--- src/rtl/core/sprite_blit_clip_colorkey_defines.svh ---
// Assertion macros shared by the sprite blitter RTL
`ifndef SPRITE_BLIT_CLIP_COLORKEY_DEFINES_SVH
`define SPRITE_BLIT_CLIP_COLORKEY_DEFINES_SVH

// Consequent must hold in the same cycle as the antecedent.
`define SBCC_ASSERT_SAME(label, clk, rst_n, ante, cons, msg) \
    label: assert property (@(posedge clk) disable iff (!rst_n) (ante) |-> (cons)) \
        else $error(msg);

// Consequent must hold in the cycle after the antecedent.
`define SBCC_ASSERT_NEXT(label, clk, rst_n, ante, cons, msg) \
    label: assert property (@(posedge clk) disable iff (!rst_n) (ante) |=> (cons)) \
        else $error(msg);

`endif

--- src/rtl/core/sbcc_pkg.sv ---
// Shared types, constants and helpers for the sprite blitter
package sbcc_pkg;

    localparam int DIM_W     = 13;
    localparam int POS_W     = 14;
    localparam int ANCHOR_W  = 12;
    localparam int ORIGIN_W  = 15;
    localparam int COL_W     = 12;
    localparam int PCT_W     = 7;
    localparam int PITCH_W   = 16;
    localparam int KEY_W     = 24;
    localparam int PIXEL_W   = 32;
    localparam int OFFSET_W  = 28;
    localparam int CFG_IDX_W = 2;
    localparam int CFG_DATA_W = 24;
    localparam int VPROD_W   = 20;   // sprite width times percent
    localparam int COL100_W  = 19;   // hundred times (column + 1)

    localparam logic [DIM_W-1:0]    MAX_DIM      = 13'd4096;
    localparam logic [PCT_W-1:0]    PERCENT_FULL = 7'd100;
    localparam logic [COL100_W-1:0] COL_STEP     = 19'd100;

    localparam logic [DIM_W-1:0]   DEST_WIDTH_RST  = 13'd640;
    localparam logic [DIM_W-1:0]   DEST_HEIGHT_RST = 13'd480;
    localparam logic [PITCH_W-1:0] DEST_PITCH_RST  = 16'd2560;
    localparam logic [KEY_W-1:0]   COLOR_KEY_RST   = 24'd0;

    typedef enum logic {
        CMD_START = 1'b0,
        CMD_PIXEL = 1'b1
    } t_cmd;

    typedef enum logic [CFG_IDX_W-1:0] {
        CFG_DEST_WIDTH  = 2'd0,
        CFG_DEST_HEIGHT = 2'd1,
        CFG_DEST_PITCH  = 2'd2,
        CFG_COLOR_KEY   = 2'd3
    } t_cfg_idx;

    // Draw cursor as seen by the pixel path
    typedef struct packed {
        logic                       active;
        logic                       last;
        logic                       vis_ok;
        logic                       key_on;
        logic signed [ORIGIN_W-1:0] dx;
        logic signed [ORIGIN_W-1:0] dy;
    } t_cursor;

    function automatic logic [DIM_W-1:0] sat_dim(input logic [DIM_W-1:0] v);
        return (v > MAX_DIM) ? MAX_DIM : v;
    endfunction

    function automatic logic [PCT_W-1:0] sat_pct(input logic [PCT_W-1:0] v);
        return (v > PERCENT_FULL) ? PERCENT_FULL : v;
    endfunction

endpackage

--- src/rtl/core/sbcc_cursor.sv ---
// Draw cursor: latches start parameters and walks the sprite raster
`include "sprite_blit_clip_colorkey_defines.svh"

module sbcc_cursor
    import sbcc_pkg::*;
(
    input  logic                i_clk,
    input  logic                i_rst_n,
    input  logic                i_start,
    input  logic                i_pixel,
    input  logic [POS_W-1:0]    i_pos_x,
    input  logic [POS_W-1:0]    i_pos_y,
    input  logic [ANCHOR_W-1:0] i_anchor_x,
    input  logic [ANCHOR_W-1:0] i_anchor_y,
    input  logic [DIM_W-1:0]    i_sprite_width,
    input  logic [DIM_W-1:0]    i_sprite_height,
    input  logic [PCT_W-1:0]    i_draw_percent,
    input  logic                i_key_enable,
    output t_cursor             o_cur
);

    logic signed [ORIGIN_W-1:0] r_ox, n_ox;
    logic signed [ORIGIN_W-1:0] r_dx, n_dx;
    logic signed [ORIGIN_W-1:0] r_dy, n_dy;
    logic [DIM_W-1:0]           r_full_w, n_full_w;
    logic [DIM_W-1:0]           r_full_h, n_full_h;
    logic [VPROD_W-1:0]         r_vprod, n_vprod;
    logic [COL100_W-1:0]        r_col100, n_col100;
    logic [COL_W-1:0]           r_col, n_col;
    logic [DIM_W-1:0]           r_row, n_row;
    logic                       r_key_on, n_key_on;

    logic             active;
    logic             step;
    logic [DIM_W-1:0] col_next;
    logic [DIM_W-1:0] row_next;
    logic [DIM_W-1:0] sat_w;
    logic [PCT_W-1:0] sat_p;

    assign active   = (r_full_w != '0) && (r_row < r_full_h);
    assign step     = i_pixel && active;
    assign col_next = {1'b0, r_col} + DIM_W'(1);
    assign row_next = r_row + DIM_W'(1);
    assign sat_w    = sat_dim(i_sprite_width);
    assign sat_p    = sat_pct(i_draw_percent);

    always_comb begin
        n_ox     = r_ox;
        n_dx     = r_dx;
        n_dy     = r_dy;
        n_full_w = r_full_w;
        n_full_h = r_full_h;
        n_vprod  = r_vprod;
        n_col100 = r_col100;
        n_col    = r_col;
        n_row    = r_row;
        n_key_on = r_key_on;
        if (i_start) begin
            // origin = position minus anchor
            n_ox     = {i_pos_x[POS_W-1], i_pos_x} - ORIGIN_W'(i_anchor_x);
            n_dx     = {i_pos_x[POS_W-1], i_pos_x} - ORIGIN_W'(i_anchor_x);
            n_dy     = {i_pos_y[POS_W-1], i_pos_y} - ORIGIN_W'(i_anchor_y);
            n_full_w = sat_w;
            n_full_h = sat_dim(i_sprite_height);
            n_vprod  = VPROD_W'(sat_w) * VPROD_W'(sat_p);
            n_col100 = COL_STEP;
            n_col    = '0;
            n_row    = '0;
            n_key_on = i_key_enable;
        end else if (step) begin
            if (col_next >= r_full_w) begin
                // wrap to the next row
                n_col    = '0;
                n_row    = row_next;
                n_dx     = r_ox;
                n_dy     = r_dy + ORIGIN_W'(1);
                n_col100 = COL_STEP;
            end else begin
                n_col    = col_next[COL_W-1:0];
                n_dx     = r_dx + ORIGIN_W'(1);
                n_col100 = r_col100 + COL_STEP;
            end
        end
    end

    always_ff @(posedge i_clk) begin
        if (!i_rst_n) begin
            r_full_w <= '0;
            r_full_h <= '0;
            r_col    <= '0;
            r_row    <= '0;
            r_key_on <= 1'b0;
        end else begin
            r_full_w <= n_full_w;
            r_full_h <= n_full_h;
            r_col    <= n_col;
            r_row    <= n_row;
            r_key_on <= n_key_on;
        end
    end

    always_ff @(posedge i_clk) begin
        r_ox     <= n_ox;
        r_dx     <= n_dx;
        r_dy     <= n_dy;
        r_vprod  <= n_vprod;
        r_col100 <= n_col100;
    end

    // column lies in the visible part when 100*(col+1) <= width*percent
    assign o_cur.active = active;
    assign o_cur.last   = (col_next == r_full_w) && (row_next == r_full_h);
    assign o_cur.vis_ok = {1'b0, r_col100} <= r_vprod;
    assign o_cur.key_on = r_key_on;
    assign o_cur.dx     = r_dx;
    assign o_cur.dy     = r_dy;

    `SBCC_ASSERT_SAME(a_row_bounded, i_clk, i_rst_n, 1'b1, r_row <= r_full_h,
        "row counter ran past sprite height")
    `SBCC_ASSERT_NEXT(a_last_ends_draw, i_clk, i_rst_n, step && o_cur.last && !i_start,
        !active, "draw still active after last pixel")

endmodule

--- src/rtl/core/sprite_blit_clip_colorkey.sv ---
// Top level of the sprite blitter with clipping and colour keying
//
// Usage:
//   Input channel (i_in_valid / o_in_stall) carries one word per cycle when
//   not stalled. A word with i_command = start latches origin (position minus
//   anchor), sprite size, visible percentage and key enable; it produces no
//   result. Each following word with i_command = pixel carries one sprite
//   pixel in row-major order and produces exactly one result word; pixel words
//   arriving while no draw is active are taken and dropped.
//   Output channel (o_out_valid / i_out_stall) carries write enable, byte
//   offset (x*4 + y*pitch, 28 bits, zero when not written), the pixel and a
//   last-pixel flag. o_out_valid rises in the cycle after a drawn pixel word
//   is accepted; throughput is one word per clock unless stalled, set by the
//   single output register. When the receiver stalls, the result register
//   holds its word and the input stalls only while that register is full and
//   blocked. Configuration (dest width, height, pitch, colour key) is written
//   through i_cfg_we / i_cfg_index / i_cfg_data; the user must write it only
//   while the block is idle, which the block does not enforce. Synchronous
//   active-low reset restores register defaults (640 x 480, pitch 2560,
//   key 0), empties the output register and ends any draw.
`include "sprite_blit_clip_colorkey_defines.svh"

module sprite_blit_clip_colorkey
    import sbcc_pkg::*;
(
    input  logic                  i_clk,
    input  logic                  i_rst_n,
    // configuration write port
    input  logic                  i_cfg_we,
    input  logic [CFG_IDX_W-1:0]  i_cfg_index,
    input  logic [CFG_DATA_W-1:0] i_cfg_data,
    // input channel
    input  logic                  i_in_valid,
    output logic                  o_in_stall,
    input  logic                  i_command,
    input  logic [POS_W-1:0]      i_pos_x,
    input  logic [POS_W-1:0]      i_pos_y,
    input  logic [ANCHOR_W-1:0]   i_anchor_x,
    input  logic [ANCHOR_W-1:0]   i_anchor_y,
    input  logic [DIM_W-1:0]      i_sprite_width,
    input  logic [DIM_W-1:0]      i_sprite_height,
    input  logic [PCT_W-1:0]      i_draw_percent,
    input  logic                  i_key_enable,
    input  logic [PIXEL_W-1:0]    i_pixel,
    // output channel
    output logic                  o_out_valid,
    input  logic                  i_out_stall,
    output logic                  o_write_enable,
    output logic [OFFSET_W-1:0]   o_dest_offset,
    output logic [PIXEL_W-1:0]    o_pixel_out,
    output logic                  o_last_pixel
);

    // configuration registers
    logic [DIM_W-1:0]   r_dest_w;
    logic [DIM_W-1:0]   r_dest_h;
    logic [PITCH_W-1:0] r_pitch;
    logic [KEY_W-1:0]   r_color_key;

    // result register
    logic                r_out_valid, n_out_valid;
    logic                r_we, n_we;
    logic [OFFSET_W-1:0] r_offset, n_offset;
    logic [PIXEL_W-1:0]  r_pix;
    logic                r_last;

    t_cursor cur;
    logic    in_acc;
    logic    start_acc;
    logic    pixel_acc;
    logic    emit;
    logic    out_free;
    logic    in_bounds;
    logic    keyed;

    logic [POS_W+PITCH_W-1:0] row_bytes;
    logic [OFFSET_W-1:0]      col_bytes;

    always_ff @(posedge i_clk) begin
        if (!i_rst_n) begin
            r_dest_w    <= DEST_WIDTH_RST;
            r_dest_h    <= DEST_HEIGHT_RST;
            r_pitch     <= DEST_PITCH_RST;
            r_color_key <= COLOR_KEY_RST;
        end else if (i_cfg_we) begin
            unique case (t_cfg_idx'(i_cfg_index))
                CFG_DEST_WIDTH:  r_dest_w    <= i_cfg_data[DIM_W-1:0];
                CFG_DEST_HEIGHT: r_dest_h    <= i_cfg_data[DIM_W-1:0];
                CFG_DEST_PITCH:  r_pitch     <= i_cfg_data[PITCH_W-1:0];
                CFG_COLOR_KEY:   r_color_key <= i_cfg_data[KEY_W-1:0];
            endcase
        end
    end

    // Result register is free when empty or being drained this cycle
    assign out_free   = !r_out_valid || !i_out_stall;
    assign o_in_stall = !out_free;
    assign in_acc     = i_in_valid && out_free;
    assign start_acc  = in_acc && (t_cmd'(i_command) == CMD_START);
    assign pixel_acc  = in_acc && (t_cmd'(i_command) == CMD_PIXEL);
    assign emit       = pixel_acc && cur.active;

    sbcc_cursor u_cursor (
        .i_clk           (i_clk),
        .i_rst_n         (i_rst_n),
        .i_start         (start_acc),
        .i_pixel         (pixel_acc),
        .i_pos_x         (i_pos_x),
        .i_pos_y         (i_pos_y),
        .i_anchor_x      (i_anchor_x),
        .i_anchor_y      (i_anchor_y),
        .i_sprite_width  (i_sprite_width),
        .i_sprite_height (i_sprite_height),
        .i_draw_percent  (i_draw_percent),
        .i_key_enable    (i_key_enable),
        .o_cur           (cur)
    );

    // Clip on left, right, top and bottom edges plus the visible-percentage cut on the right
    assign in_bounds = cur.vis_ok
                    && !cur.dx[ORIGIN_W-1]
                    && (cur.dx[POS_W-1:0] < {1'b0, r_dest_w})
                    && !cur.dy[ORIGIN_W-1]
                    && (cur.dy[POS_W-1:0] < {1'b0, r_dest_h});

    // Transparent when keying is on and RGB matches the key; alpha ignored
    assign keyed = cur.key_on && (i_pixel[KEY_W-1:0] == r_color_key);

    // One multiplier for the row base, then add the column bytes
    assign row_bytes = cur.dy[POS_W-1:0] * r_pitch;
    assign col_bytes = {{(OFFSET_W-POS_W-2){1'b0}}, cur.dx[POS_W-1:0], 2'b00};

    always_comb begin
        n_out_valid = r_out_valid;
        n_we        = r_we;
        n_offset    = r_offset;
        if (out_free) begin
            n_out_valid = emit;
            n_we        = in_bounds && !keyed;
            // drop the offset to zero when nothing is written
            n_offset    = (in_bounds && !keyed) ? (row_bytes[OFFSET_W-1:0] + col_bytes)
                                                : '0;
        end
    end

    always_ff @(posedge i_clk) begin
        if (!i_rst_n) begin
            r_out_valid <= 1'b0;
        end else begin
            r_out_valid <= n_out_valid;
        end
    end

    // Payload advances only when the register is free; hold otherwise
    always_ff @(posedge i_clk) begin
        r_we     <= n_we;
        r_offset <= n_offset;
        if (out_free) begin
            r_pix  <= i_pixel;
            r_last <= cur.last;
        end
    end

    assign o_out_valid    = r_out_valid;
    assign o_write_enable = r_we;
    assign o_dest_offset  = r_offset;
    assign o_pixel_out    = r_pix;
    assign o_last_pixel   = r_last;

    `SBCC_ASSERT_SAME(a_stall_needs_word, i_clk, i_rst_n, o_in_stall, r_out_valid,
        "input stalled with an empty result register")
    `SBCC_ASSERT_NEXT(a_pixel_gives_word, i_clk, i_rst_n, emit, r_out_valid,
        "accepted pixel produced no result word")
    `SBCC_ASSERT_SAME(a_nowrite_zero_off, i_clk, i_rst_n, r_out_valid && !r_we,
        r_offset == '0, "offset not zero on a skipped pixel")

endmodule

--- config.mk ---
export PLATFORM = sky130hd
export DESIGN_NAME = sprite_blit_clip_colorkey
export DESIGN_NICKNAME = d
export VERILOG_FILES = /design/src/rtl/core/sbcc_pkg.sv /design/src/rtl/core/sbcc_cursor.sv /design/src/rtl/core/sprite_blit_clip_colorkey.sv
export VERILOG_INCLUDE_DIRS = /design/src /design/src/rtl/core
export SDC_FILE = /design/constraint.sdc
export NUM_CORES = 1
export LEC_CHECK = 0
export ABC_AREA = 1
export BUFFER_PORTS_ARGS = -buffer_cell sky130_fd_sc_hd__buf_2
export CAP_MARGIN = 30
export CORE_MARGIN = 8
export CORE_UTILIZATION = 30
export CTS_CLUSTER_SIZE = 30
export DETAILED_ROUTE_END_ITERATION = 10
export PLACE_DENSITY = 0.56
export SLEW_MARGIN = 20
export SYNTH_ARGS = -nofsm -noshare
export SYNTH_HDL_FRONTEND = slang
export SYNTH_SLANG_ARGS = --single-unit
--- constraint.sdc ---
create_clock -name i_clk -period 5.7 [get_ports i_clk]
set_input_delay 0.57 -clock i_clk [delete_from_list [all_inputs] [get_ports i_clk]]
set_output_delay 0.57 -clock i_clk [all_outputs]
set_load 0.02 [all_outputs]
### After elaboration in Yosys (flattened, before gate mapping)

Cells that the tools add are included.
Widths: inputs -> output; s select.

| storage, ports and cells | value |
|---|---|
| output and inout bits | 64 |
| register bits | 265 |
| bits of input ports | 150 |
| logic and storage cells | 86 |

| operators by class | value |
|---|---|
| mux-type cells | 11 |
| multiply operators | 2 |
| add/subtract/negate cells | 8 |
| bitwise gates (word level) | 2 |
| reductions and logical operators | 30 |
| eq/ne operators | 6 |
| order comparisons | 8 |

Operators with widths:

| kind | count |
|---|---|
| $mux 15 | 6 |
| $add 15x2->15 const B | 2 |
| $sub 14x13->15 | 2 |
| $add 28x16->28 | 1 |
| $lt 14x13->1 | 2 |
| $mul 14x16->28 | 1 |
| $eq 13x13->1 | 2 |
| $gt 13x13->1 const B | 2 |
| $mux 13 | 2 |
| $eq 24x24->1 | 1 |
| $le 19x20->1 | 1 |
| $mul 13x7->20 | 1 |
| $add 19x7->19 const B | 1 |
| $mux 19 | 1 |
| $add 12x1->13 const B | 1 |
| $add 13x1->13 const B | 1 |
| $ge 13x13->1 | 1 |
| $lt 13x13->1 | 1 |
| $reduce_bool 13->1 | 1 |
| $logic_and 1x1->1 | 12 |
| $mux 12 | 1 |
| $reduce_and 2->1 | 6 |
| $gt 7x7->1 const B | 1 |
| $mux 7 | 1 |
| 8 further kinds | 16 |

### Logic depth before layout (Yosys ltp)

Gate-level depths: netlist (run 1).

| depth | value |
|---|---|
| depth in word-level cells | 7 |
| mapped depth | 29 |
| mapped depth without buffers | 27 |

### Hierarchy

Synthesis (run 1) repeated with hierarchy kept, for this count alone.

| unflattened totals | value |
|---|---|
| cell total of the unflattened synthesis | 3434 |
| area, all modules | 25752.2 um2 |

Modules (own cells, without submodules):

| module | area each (um2) | sequential area each (um2) | instances | cells an instance |
|---|---|---|---|---|
| sprite_blit_clip_colorkey | 13593.0 | 3203.1 | 1 | 1728 |
| sbcc_cursor | 12159.2 | 3333.2 | 1 | 1706 |

### Worst setup path before layout (run 1)

OpenSTA, ideal clock, no wires.

| timing path | value |
|---|---|
| path type | reg-to-reg |
| start | register u_cursor.r_dy[10] |
| end | register r_offset[27] (netlist: o_dest_offset[27]) (data pin) |
| required time | 5.449 ns |
| cell stages (with the launch flop) | 24 |
| setup time | 0.251 ns |
| arrival time | 5.455 ns |
| slack | -0.006 ns |
| clock period less this slack | 5.706 ns |
| path buffers | 2 |
| path through | edfxtp_1 > clkbuf_1 > clkbuf_1 > nand2_1 > fa_1 > inv_1 > fa_1 > fa_1 > fa_1 > fa_1 > inv_1 > fa_1 > inv_1 > ha_1 > nand2_1 > o21ai_0 > nand2_1 > nand2_1 > nand2_1 > nand2_1 > nor2_1 > or2_2 > inv_1 > nor2_1 |

| between the ends | value |
|---|---|
| cells in the longest elaborated chain, start to end | 3 |
| elaborated cells on any way between the ends | 5 |
| classes of those cells | add/sub: 1; mul: 1; order compare: 1; reduce/logical: 2 |

Ends and longest elaborated chain:

| item | RTL line | text |
|---|---|---|
| start: declaration | sbcc_cursor.sv:24 | `logic signed [ORIGIN_W-1:0] r_dy, n_dy;` |
| start signal: assignment | sbcc_cursor.sv:105 | `r_dy <= n_dy;` |
| branches (longest 3 deep; another with $mul 14x16->28) | - |  |
| end signal: assignment | sprite_blit_clip_colorkey.sv:157 | `r_offset <= n_offset;` |
| end: declaration | sprite_blit_clip_colorkey.sv:63 | `logic [OFFSET_W-1:0] r_offset, n_offset;` |

Parallel ways; which one is timed is not known.
A chain may end at the register's enable or synchronous reset.

### Worst setup path in the final report (run 1)

| timing path | value |
|---|---|
| start | register u_cursor.r_dy[4] |
| end | register r_offset[27] (netlist: o_dest_offset[27]) (data pin) |

The elaborated chain is that of the path after synthesis.

==> results of run 1 <==
## routing by layer
layer	up-vias	wire length, µm	GRT usage (%)
met3	116	5110	3.06
met4	2	2130	4.58
met5	-	13	0
met1	9828	33200	21.1
li1	10500	-	-
met2	544	33600	26.4
## cells in the final DEF, fill, tap and decap left out, types with 6 or more instances in the layout
master,count
nand2_1,719
inv_1,666
nor2_1,238
fa_1,233
buf_2,214
ha_1,205
a21oi_1,160
buf_4,159
o21ai_0,145
dfxtp_1,130
edfxtp_1,127
nand3_1,110
xor2_1,77
nand4_1,43
clkbuf_16,35
xnor2_1,30
nor3_1,25
o22ai_1,17
nand2_2,13
o21ai_1,13
a21oi_2,12
clkinv_2,9
a31oi_1,8
ha_4,8
o211ai_1,7
o21bai_1,7
nor2_2,7
clkinv_1,7
nor4_1,7
o21a_1,6
bufinv_16,6
dfxtp_2,6
## stage by stage
step                power [mW]  TNS (ns)  instances
floorplan                 5.65         0       3164
global placement          7.20   -0.0122       4498
detailed placement        7.22    -0.103       4498
CTS                       9.61         0       4559
global route              10.9    -0.112       4583
finish                    10.1         0       4586
## area by class of cell
| class | count | area share, % |
|---|---|---|
| diodes | 3 | 0.0255 |
| clock inverters | 23 | 1.02 |
| clock buffers | 38 | 3.04 |
| flip-flops and latches | 263 | 22.2 |
| multi-input cells | 2138 | 52.7 |
| well taps | 1070 | 4.54 |
| repair buffers | 378 | 7.89 |
| inverters | 673 | 8.57 |
## registers in the layout, indices dropped and copies added, names as in the netlist, 15 cells and up
register,flops
u_cursor.r_dy,15
r_pitch,16
u_cursor.r_col100,17
r_color_key,24
o_pixel_out,32
u_cursor.r_vprod,20
o_dest_offset,28
u_cursor.r_ox,15
u_cursor.r_dx,15
## report_power, final
| part | internal (mW) | switching (mW) | leakage (nW) |
|---|---|---|---|
| clock network | 1.42 | 0.896 | 0.590 |
| registers | 2.21 | 0.150 | 2.43 |
| logic | 2.22 | 3.20 | 12.2 |
## critical path: stages (launching register included)
cell and delay, ns:
edfxtp_1 0.35, buf_4 0.15, buf_4 0.12, nand2_1 0.07, fa_1 0.56, inv_1 0.07, fa_1 0.56, fa_1 0.44
fa_1 0.52, fa_1 0.55, inv_1 0.06, fa_1 0.54, inv_1 0.07, ha_4 0.29, nand2_1 0.09, nor2_1 0.14
nand2_1 0.06, inv_1 0.06, nand3_1 0.07, inv_1 0.05, nor2_1 0.05, or2_2 0.27, inv_1 0.06, nor2_1 0.04
## final timing paths
path,endpoint,slack [ns],cells past startpoint
max,o_dest_offset[27],0.21,23
min,o_pixel_out[25],0.20,1
max reg2reg,o_dest_offset[27],0.21,23
min reg2reg,r_color_key[5],0.46,2
## logic make-up (layout without fill, tap and decap cells)
logic type                 count (synthesis)  after routing  share of synthesized area (%)
and+or+nand+nor                         1189           1189                           19.8
buffers and inverters                    763           1112                           11.9
adders and majority gates                450            450                           29.8
AOI/OAI and AO/OA                        391            391                           8.37
DFF                                      263            263                           26.4
xor gates and xnor gates                 108            108                           3.81
other                                      0              3                              0
## repair_timing
action | in CTS | in global routing
resized for setup | 0 | 60
hold endpoints to repair | 0 | 0
setup buffers | 0 | 23
endpoints found under the setup margin | 0 | 16
==> metrics, run 1 <==
initial antenna violation count 5; synth top area cells fa_1, edfxtp_1, nand2_1; final critical-path share of the clock period 96.3%; Worst-Skew Late Latency 0.56 ns; Final WS setup 0.211 ns; Sink Count 263; top_reg_cell synth dfxtp_1; max_cap viols 0; Cells after Synth 3164; Reg-to-Reg Start u_cursor.r_dy[4]; placed cell areas 0.0279 mm²; Power Density 342 mW/mm²; TritonRoute pass-1 iters 5; most frequent cell after synthesis nand2_1; fin area 0.0295 mm²; status complete, no violations; Synth top area share 19.0%; register area share after synthesis 26.4%; starting density of the core 30.3%; largest net degree at the start of global routing 80; layout cells sized above 1 14.4%; Root Driver clkbuf_16; number of synthesized register bits 263; Post-CTS Hold Buffers 0; kind of critical path reg2reg; worst rel slew slack 40.3%; number of port buffers 213; num ports 214; Die Ht 304 µm; Hold Vio Cnt, Final 0; Arrival @ worst endpoint 5.78 ns; DRC viols 0; row cnt 105; vias in the first global route 21100; final setup skew 0.0248 ns; Area growth, synth to finish 18.9%; Synth cell types 44; nets@finish 4088; Worst VDD drop 0.380 mV; Setup violations, final 0; Placer Congestion 0.893; die area 0.0921 mm²; Warnings, synthesis 0; Core Footprint 0.0820 mm²; Synth Net Count 3764; Worst-path clk slew 0.06 ns; ANT nets after route 0; Worst setup EP type register; via count 21000; critical path fanouts, max 6; Cell Area, Synth 0.0248 mm²; Register Area 0.00654 mm²; area of the multi-input gates 0.0155 mm²; gr usage total 16.0%; Iter 0 DRT Violations 1275; fmax 0.182 GHz; CP Launch Type register; post-layout min period 5.49 ns; # H-tree levels 2; Die W 304 µm; hold_sp i_pixel[25]; Static Leak 15.2 nW; unrepaired setup endpoints after global routing true; clk buf depth 3; TritonCTS clock tree built; Final Slew Violations 0; Post-synth ARST share 0%; Congestion Overflow GR 0; WHS 0.197 ns; Setup WS pre-CTS -0.0508 ns; Post-synth top cells nand2_1, inv_1, nor2_1, fa_1, ha_1; post-synth top area cell fa_1; CP startpoint u_cursor.r_dy[4]; Via-to-Cell Ratio 4.57; final wirelength 74100 µm; Critical Path RT 6.00 ns; worst min path class in2reg; Mapped Avg Cell Area 7.84 µm²; number of fill cells 8718; TritonCTS Buffers 34; dpl hpwl 60300 µm; Wirelength per Cell 16.2 µm; Final Util 36.0%; first-pass GRT wire length 116000 µm; worst-margin pin slew 0.895 ns; EDFF count, synth 127
(Power assumes the default switching activity.)
==> run 2: changes to the inputs <==
--- a/config.mk
+++ b/config.mk
@@ -13,6 +13,7 @@
 export CORE_UTILIZATION = 30
 export CTS_CLUSTER_SIZE = 30
 export DETAILED_ROUTE_END_ITERATION = 10
+export GPL_TIMING_DRIVEN = 0
 export PLACE_DENSITY = 0.56
 export SLEW_MARGIN = 20
 export SYNTH_ARGS = -nofsm -noshare
==> constraint.sdc (replaced) <==
create_clock -name i_clk -period 5.7 [get_ports i_clk]
set_input_delay 0.57 -clock i_clk [delete_from_list [all_inputs] [get_ports i_clk]]
set_output_delay 0.57 -clock i_clk [all_outputs]
set_load 0.01 [all_outputs]
==> metrics, run 2 (synthesis gave the netlist of run 1 again) <==
status complete, no violations (unchanged); Crit path largest cell delay 0.61 ns (was 0.56 ns); Static Leak 14.9 nW (was 15.2 nW); placed cell areas 0.0273 mm² (was 0.0279 mm²); Critical path buffers and inverters 8 (unchanged); commonest cells after routing, fill and taps aside nand2_1, inv_1, fa_1 (was nand2_1, inv_1, nor2_1); kind of critical path reg2reg (unchanged); Sink Count 263 (unchanged); commonest non-fill, non-tap cell in the layout nand2_1 (unchanged); TritonCTS Buffers 31 (was 34); worst r2r path cells 25 (was 23); Iter 0 DRT Violations 1253 (was 1275); worst rel slew slack 46.8% (was 40.3%); first-pass GRT wire length 115000 µm (was 116000 µm); hold endpoint o_pixel_out[26] (was o_pixel_out[25]); Worst setup EP type register (unchanged); Area growth, synth to finish 17.4% (was 18.9%); number of fill cells 8676 (was 8718); die area 0.0921 mm² (unchanged); post-layout min period 5.56 ns (was 5.49 ns); slowest stage cell, crit path fa_2 (was fa_1); num ports 214 (unchanged); setup_tns 0 ns (unchanged); Die W 304 µm (unchanged); Via-to-Cell Ratio 4.57 (about the same); clk buf depth 3 (unchanged); CP delay by family, top adder cells (unchanged); Core Footprint 0.0820 mm² (unchanged); worst min path class in2reg (unchanged); Hold Vio Cnt, Final 0 (unchanged); final critical-path share of the clock period 97.6% (was 96.3%); final non-filler cell total 4537 (was 4586); Setup violations, final 0 (unchanged); via count 20700 (was 21000); area of the multi-input gates 0.0157 mm² (was 0.0155 mm²); Worst-Skew Late Latency 0.59 ns (was 0.56 ns); Placer Congestion 0.880 (was 0.893); row cnt 105 (unchanged); unrepaired setup endpoints after global routing true (unchanged); Worst-path clk slew 0.06 ns (about the same); fin area 0.0291 mm² (was 0.0295 mm²); r2r setup slk 0.14 ns (was 0.21 ns); Arrival @ worst endpoint 5.89 ns (was 5.78 ns); total power 9.77 mW (was 10.1 mW); Root Driver clkbuf_16 (unchanged); starting density of the core 30.3% (unchanged); Hold Path Cell Cnt 1 (unchanged); Wirelength per Cell 16.3 µm (was 16.2 µm); worst-margin pin slew 0.792 ns (was 0.895 ns); Reg-to-Reg Start u_cursor.r_dy[2] (was u_cursor.r_dy[4]); TritonRoute pass-1 iters 5 (unchanged); Final Slew Violations 0 (unchanged); CP Launch Type register (unchanged); number of port buffers 211 (was 213); vias in the first global route 20800 (was 21100); layout cells sized above 1 12.9% (was 14.4%); hold_sp i_pixel[26] (was i_pixel[25]); # H-tree levels 1 (was 2); Critical Path RT 6.03 ns (was 6.00 ns); DRC viols 0 (unchanged); ANT nets after route 0 (unchanged); nets@finish 4038 (was 4088); Placed Cells 4447 (was 4498); final wirelength 74000 µm (was 74100 µm); Register Area 0.00654 mm² (about the same); critical path fanouts, max 7 (was 6); fmax 0.180 GHz (was 0.182 GHz); dpl hpwl 61000 µm (was 60300 µm); flip-flop count of the largest register after layout 32 (unchanged); Worst VDD drop 0.357 mV (was 0.380 mV); final setup skew 0.0287 ns (was 0.0248 ns); largest net degree at the start of global routing 49 (was 80); gr usage total 15.8% (was 16.0%); Congestion Overflow GR 0 (unchanged); Die Ht 304 µm (unchanged); RR Endpoint o_dest_offset[27] (unchanged); Power Density 335 mW/mm² (was 342 mW/mm²); TritonCTS clock tree built (unchanged); initial antenna violation count 7 (was 5); Final Util 35.5% (was 36.0%); max_cap viols 0 (unchanged)
==> run 2: cell count changes in the layout (fill, tap and decap cells not counted), sizes merged <==
cell,change
buf,-95
clkinv,-9
bufinv,-4
inv,+1
diode,+1
clkbuf,+57
==> run 2: worst max-delay path by stage <==
| stage | from | end | slack (ns) | cells after the start |
|---|---|---|---|---|
| CTS | u_cursor.r_dy[4] | o_dest_offset[22] | 0.001 | 25 |
| floorplan | u_cursor.r_dy[7] | o_dest_offset[27] | 0.03 | 23 |
| finish | u_cursor.r_dy[2] | o_dest_offset[27] | 0.14 | 25 |
| global route | u_cursor.r_dy[10] | o_dest_offset[26] | -0.09 | 22 |
| global placement | u_cursor.r_dy[7] | o_dest_offset[27] | -0.99 | 23 |
| detailed placement | u_cursor.r_dy[7] | o_dest_offset[27] | -1.02 | 23 |
==> run 2: per-layer routing <==
layer | share of wire, % | track usage (%) | wire [µm] | vias to the layer above
met1 | 45 | 21.0 | 33600 | 9668
met2 | 46 | 27.0 | 34100 | 541
met4 | 2.9 | 4.38 | 2120 | 4
li1 | - | - | - | 10400
met5 | 0.030 | 0 | 22 | -
met3 | 5.7 | 2.09 | 4220 | 113
==> run 2: layout make-up <==
cell class,count,share of cell area (%)
Antenna cell,4,0.0344
Buffer,89,2.40
Clock buffer,47,3.11
Clock inverter,11,0.400
Inverter,673,8.67
Multi-Input combinational cell,2138,53.8
Sequential cell,263,22.5
Tap cell,1070,4.60
Timing Repair Buffer,242,4.56
==> run 2: per-stage QoR <==
stage / hold slack, ns / setup WS, ns
after floorplan: 0.430 / 0.0310
after global placement: 0.450 / -0.993
after detailed placement: 0.453 / -1.02
after CTS: 0.144 / 0.00109
after global routing: 0.147 / -0.0946
final: 0.177 / 0.138
==> run 2: worst reg2reg max path, delay by kind of cell (launching register included) <==
family | cells | cell delay (ns)
buf+inv | 8 | 0.59
compound gates | 1 | 0.17
flops | 1 | 0.40
simple gates | 9 | 0.71
fa+ha+maj | 7 | 3.44
==> run 2: report_power, final <==
group	switching (mW)	total [mW]	internal [mW]
Combinational	3.26	5.40	2.14
Clock	0.822	2.01	1.18
Sequential	0.148	2.36	2.21
Total	4.23	9.77	5.53
==> run 2: what timing repair did <==
item,in CTS,in global routing
cloned,0,0
hold buffers,0,0
resized for setup,105,102
setup endpoints to repair,18,19
pin swaps,10,41
endpoints found under the hold margin,0,0
setup buffers,13,16
==> run 3: changes to the inputs <==
--- a/config.mk
+++ b/config.mk
@@ -9,12 +9,14 @@
 export ABC_AREA = 1
 export BUFFER_PORTS_ARGS = -buffer_cell sky130_fd_sc_hd__buf_2
 export CAP_MARGIN = 30
+export CELL_PAD_IN_SITES_DETAIL_PLACEMENT = 0
+export CELL_PAD_IN_SITES_GLOBAL_PLACEMENT = 1
 export CORE_MARGIN = 8
 export CORE_UTILIZATION = 30
 export CTS_CLUSTER_SIZE = 30
 export DETAILED_ROUTE_END_ITERATION = 10
 export GPL_TIMING_DRIVEN = 0
-export PLACE_DENSITY = 0.56
+export PLACE_DENSITY = 0.69
 export SLEW_MARGIN = 20
 export SYNTH_ARGS = -nofsm -noshare
 export SYNTH_HDL_FRONTEND = slang
==> constraint.sdc (replaced) <==
create_clock -name i_clk -period 5.7 [get_ports i_clk]
set_input_delay 0.855 -clock i_clk [delete_from_list [all_inputs] [get_ports i_clk]]
set_output_delay 0.855 -clock i_clk [all_outputs]
set_load 0.01 [all_outputs]
==> metrics, run 3 (synthesis gave the netlist of run 1 again) <==
commonest non-fill, non-tap cell in the layout nand2_1 (unchanged); critical path fanouts, max 7 (unchanged); Power Density 355 mW/mm² (was 335 mW/mm²); TritonRoute pass-1 iters 5 (unchanged); max_cap viols 0 (unchanged); status complete, no violations (unchanged); Die Ht 304 µm (unchanged); CP delay by family, top adder cells (unchanged); switch share 43.9% (was 43.3%); logic gate share of total power 56.3% (was 55.3%); Worst VDD drop 0.350 mV (was 0.357 mV); worst rel slew slack 42.6% (was 46.8%); final critical-path share of the clock period 97.9% (was 97.6%); CP Launch Type register (unchanged); number of fill cells 8686 (was 8676); gr usage total 16.5% (was 15.8%); kind of critical path reg2reg (unchanged); row cnt 105 (unchanged); clk buf depth 3 (unchanged); unrepaired setup endpoints after global routing true (unchanged); setup_tns 0 ns (unchanged); Register Area 0.00654 mm² (about the same); Critical Path RT 6.01 ns (was 6.03 ns); Clock power frac 21.1% (was 20.5%); area of the multi-input gates 0.0159 mm² (was 0.0157 mm²); worst-margin pin slew 0.855 ns (was 0.792 ns); Final Slew Violations 0 (unchanged); Wirelength per Cell 16.8 µm (was 16.3 µm); final setup skew 0.0346 ns (was 0.0287 ns); starting density of the core 30.3% (unchanged); Root Driver clkbuf_16 (unchanged); via count 20700 (about the same); Top cell by count, worst path fa_1; critical path depth 24 (was 25); ANT nets after route 0 (unchanged); final wirelength 76200 µm (was 74000 µm); internal power 5.87 mW (was 5.53 mW); r2r setup slk 0.12 ns (was 0.14 ns); Iter 0 DRT Violations 1148 (was 1253); flip-flop count of the largest register after layout 32 (unchanged); Crit path largest cell delay 0.56 ns (was 0.61 ns); Setup WS pre-CTS -0.968 ns (was -1.02 ns); Via-to-Cell Ratio 4.55 (was 4.57); Sink Count 263 (unchanged); number of port buffers 211 (unchanged); die area 0.0921 mm² (unchanged); Final WS setup 0.118 ns (was 0.138 ns); TritonCTS clock tree built (unchanged); # H-tree levels 2 (was 1); layout cells sized above 1 14.8% (was 12.9%); largest net degree at the start of global routing 48 (was 49); num ports 214 (unchanged); Static Leak 15.0 nW (was 14.9 nW); Worst-path clk slew 0.06 ns (about the same); Congestion Overflow GR 0 (unchanged); TritonCTS Buffers 35 (was 31); Die W 304 µm (unchanged); first-pass GRT wire length 119000 µm (was 115000 µm); vias in the first global route 21400 (was 20800); Area growth, synth to finish 19.0% (was 17.4%); initial antenna violation count 7 (unchanged); commonest cells after routing, fill and taps aside nand2_1, inv_1, fa_1 (unchanged); Hold Vio Cnt, Final 0 (unchanged); Hold Path Cell Cnt 2 (was 1); dpl hpwl 62500 µm (was 61000 µm); DRC viols 0 (unchanged); post-layout min period 5.58 ns (was 5.56 ns); Arrival @ worst endpoint 5.89 ns (about the same); P_sw 4.59 mW (was 4.23 mW); worst min path class reg2reg (was in2reg); Worst-Skew Late Latency 0.58 ns (was 0.59 ns); Worst setup EP type register (unchanged); fmax 0.179 GHz (was 0.180 GHz); Placer Congestion 0.841 (was 0.880); worst r2r path cells 24 (was 25); Critical path buffers and inverters 8 (unchanged); slowest stage cell, crit path fa_1 (was fa_2); CP Cell Sequence buf_6 -> clkbuf_16 -> nand2_2 -> inv_2 -> fa_1 -> inv_2 -> fa_1 -> inv_2 -> fa_1 -> fa_2 -> fa_1 -> inv_1 -> fa_1 -> inv_2 -> ha_4 -> nand2_4 -> nor4_4 -> nand2_2 -> nand2_2 -> nand2_2 -> nand3_2 -> nand2_1 -> inv_1 -> nor2_1; nets@finish 4045 (was 4038); Setup violations, final 0 (unchanged); Core Footprint 0.0820 mm² (unchanged); sequential power share 22.6% (was 24.1%)
## run 3: changes by cell type in the layout (fill, tap and decap cells not counted), moves of 5 or more
cell       change
o21ai_1        +5
nand2_1       -21
buf_4          +5
nand2_2       +15
nand2_4        +6
o21ai_0        -5
ha_1           -7
inv_1         -14
ha_4           +8
inv_2         +15
clkbuf_16      +5
## run 3: tightest hold or removal path: cells and delay by family, from the launching register on
kind | cells | cell delay, ns
flops | 1 | 0.32
compound gates | 1 | 0.05
buf+inv | 1 | 0.05
## run 3: worst paths after layout
check	start	end
worst max-delay path	u_cursor.r_dy[4]	o_dest_offset[22]
worst min register to register	r_color_key[5]	r_color_key[5]
worst max register to register	u_cursor.r_dy[4]	o_dest_offset[22]
worst min-delay path	r_color_key[5]	r_color_key[5]
## run 3: cell type report
| type | instances | area share (%) |
|---|---|---|
| Antenna cell | 5 | 0.0424 |
| Sequential cell | 263 | 22.2 |
| Buffer | 89 | 2.35 |
| Tap cell | 1070 | 4.54 |
| Clock inverter | 15 | 0.488 |
| Inverter | 673 | 8.56 |
| Multi-Input combinational cell | 2138 | 53.9 |
| Clock buffer | 47 | 3.37 |
| Timing Repair Buffer | 245 | 4.55 |
## run 3: metal layers
| metal | track usage [%] | wire length (µm) |
|---|---|---|
| met4 | 5.24 | 2440 |
| met1 | 21.4 | 34500 |
| met5 | 0 | 0 |
| met2 | 28.1 | 35400 |
| met3 | 2.49 | 3890 |
## run 3: per-stage QoR
stage	cell area, µm²	instances	power (mW)	hold WS, ns	util (%)
finish	29500	4545	10.5	0.460	36.0
floorplan	24800	3164	5.62	0.430	-
detailed placement	27300	4447	6.89	0.452	33.2
global route	29500	4541	11.4	0.445	36.0
CTS	28800	4519	9.56	0.434	35.2
global placement	27200	4445	6.87	0.451	33.2
## run 3: power groups by stage
| stage | Clock [mW] | Sequential (mW) | Combinational, mW |
|---|---|---|---|
| final | 2.21 | 2.36 | 5.90 |
| after global placement | 0 | 2.40 | 4.48 |
| after floorplan | 0 | 2.36 | 3.26 |
| after CTS | 2.27 | 2.36 | 4.92 |
| after global routing | 2.34 | 2.39 | 6.64 |
| after detailed placement | 0 | 2.40 | 4.49 |
## run 3: repair_timing
| item | 4_1_cts | 5_1_grt |
|---|---|---|
| hold buffers | 0 | 0 |
| cloned | 0 | 0 |
| endpoints found under the setup margin | 18 | 27 |
| pin swaps | 9 | 68 |
| buffers inserted | 11 | 21 |
| resized for setup | 109 | 172 |
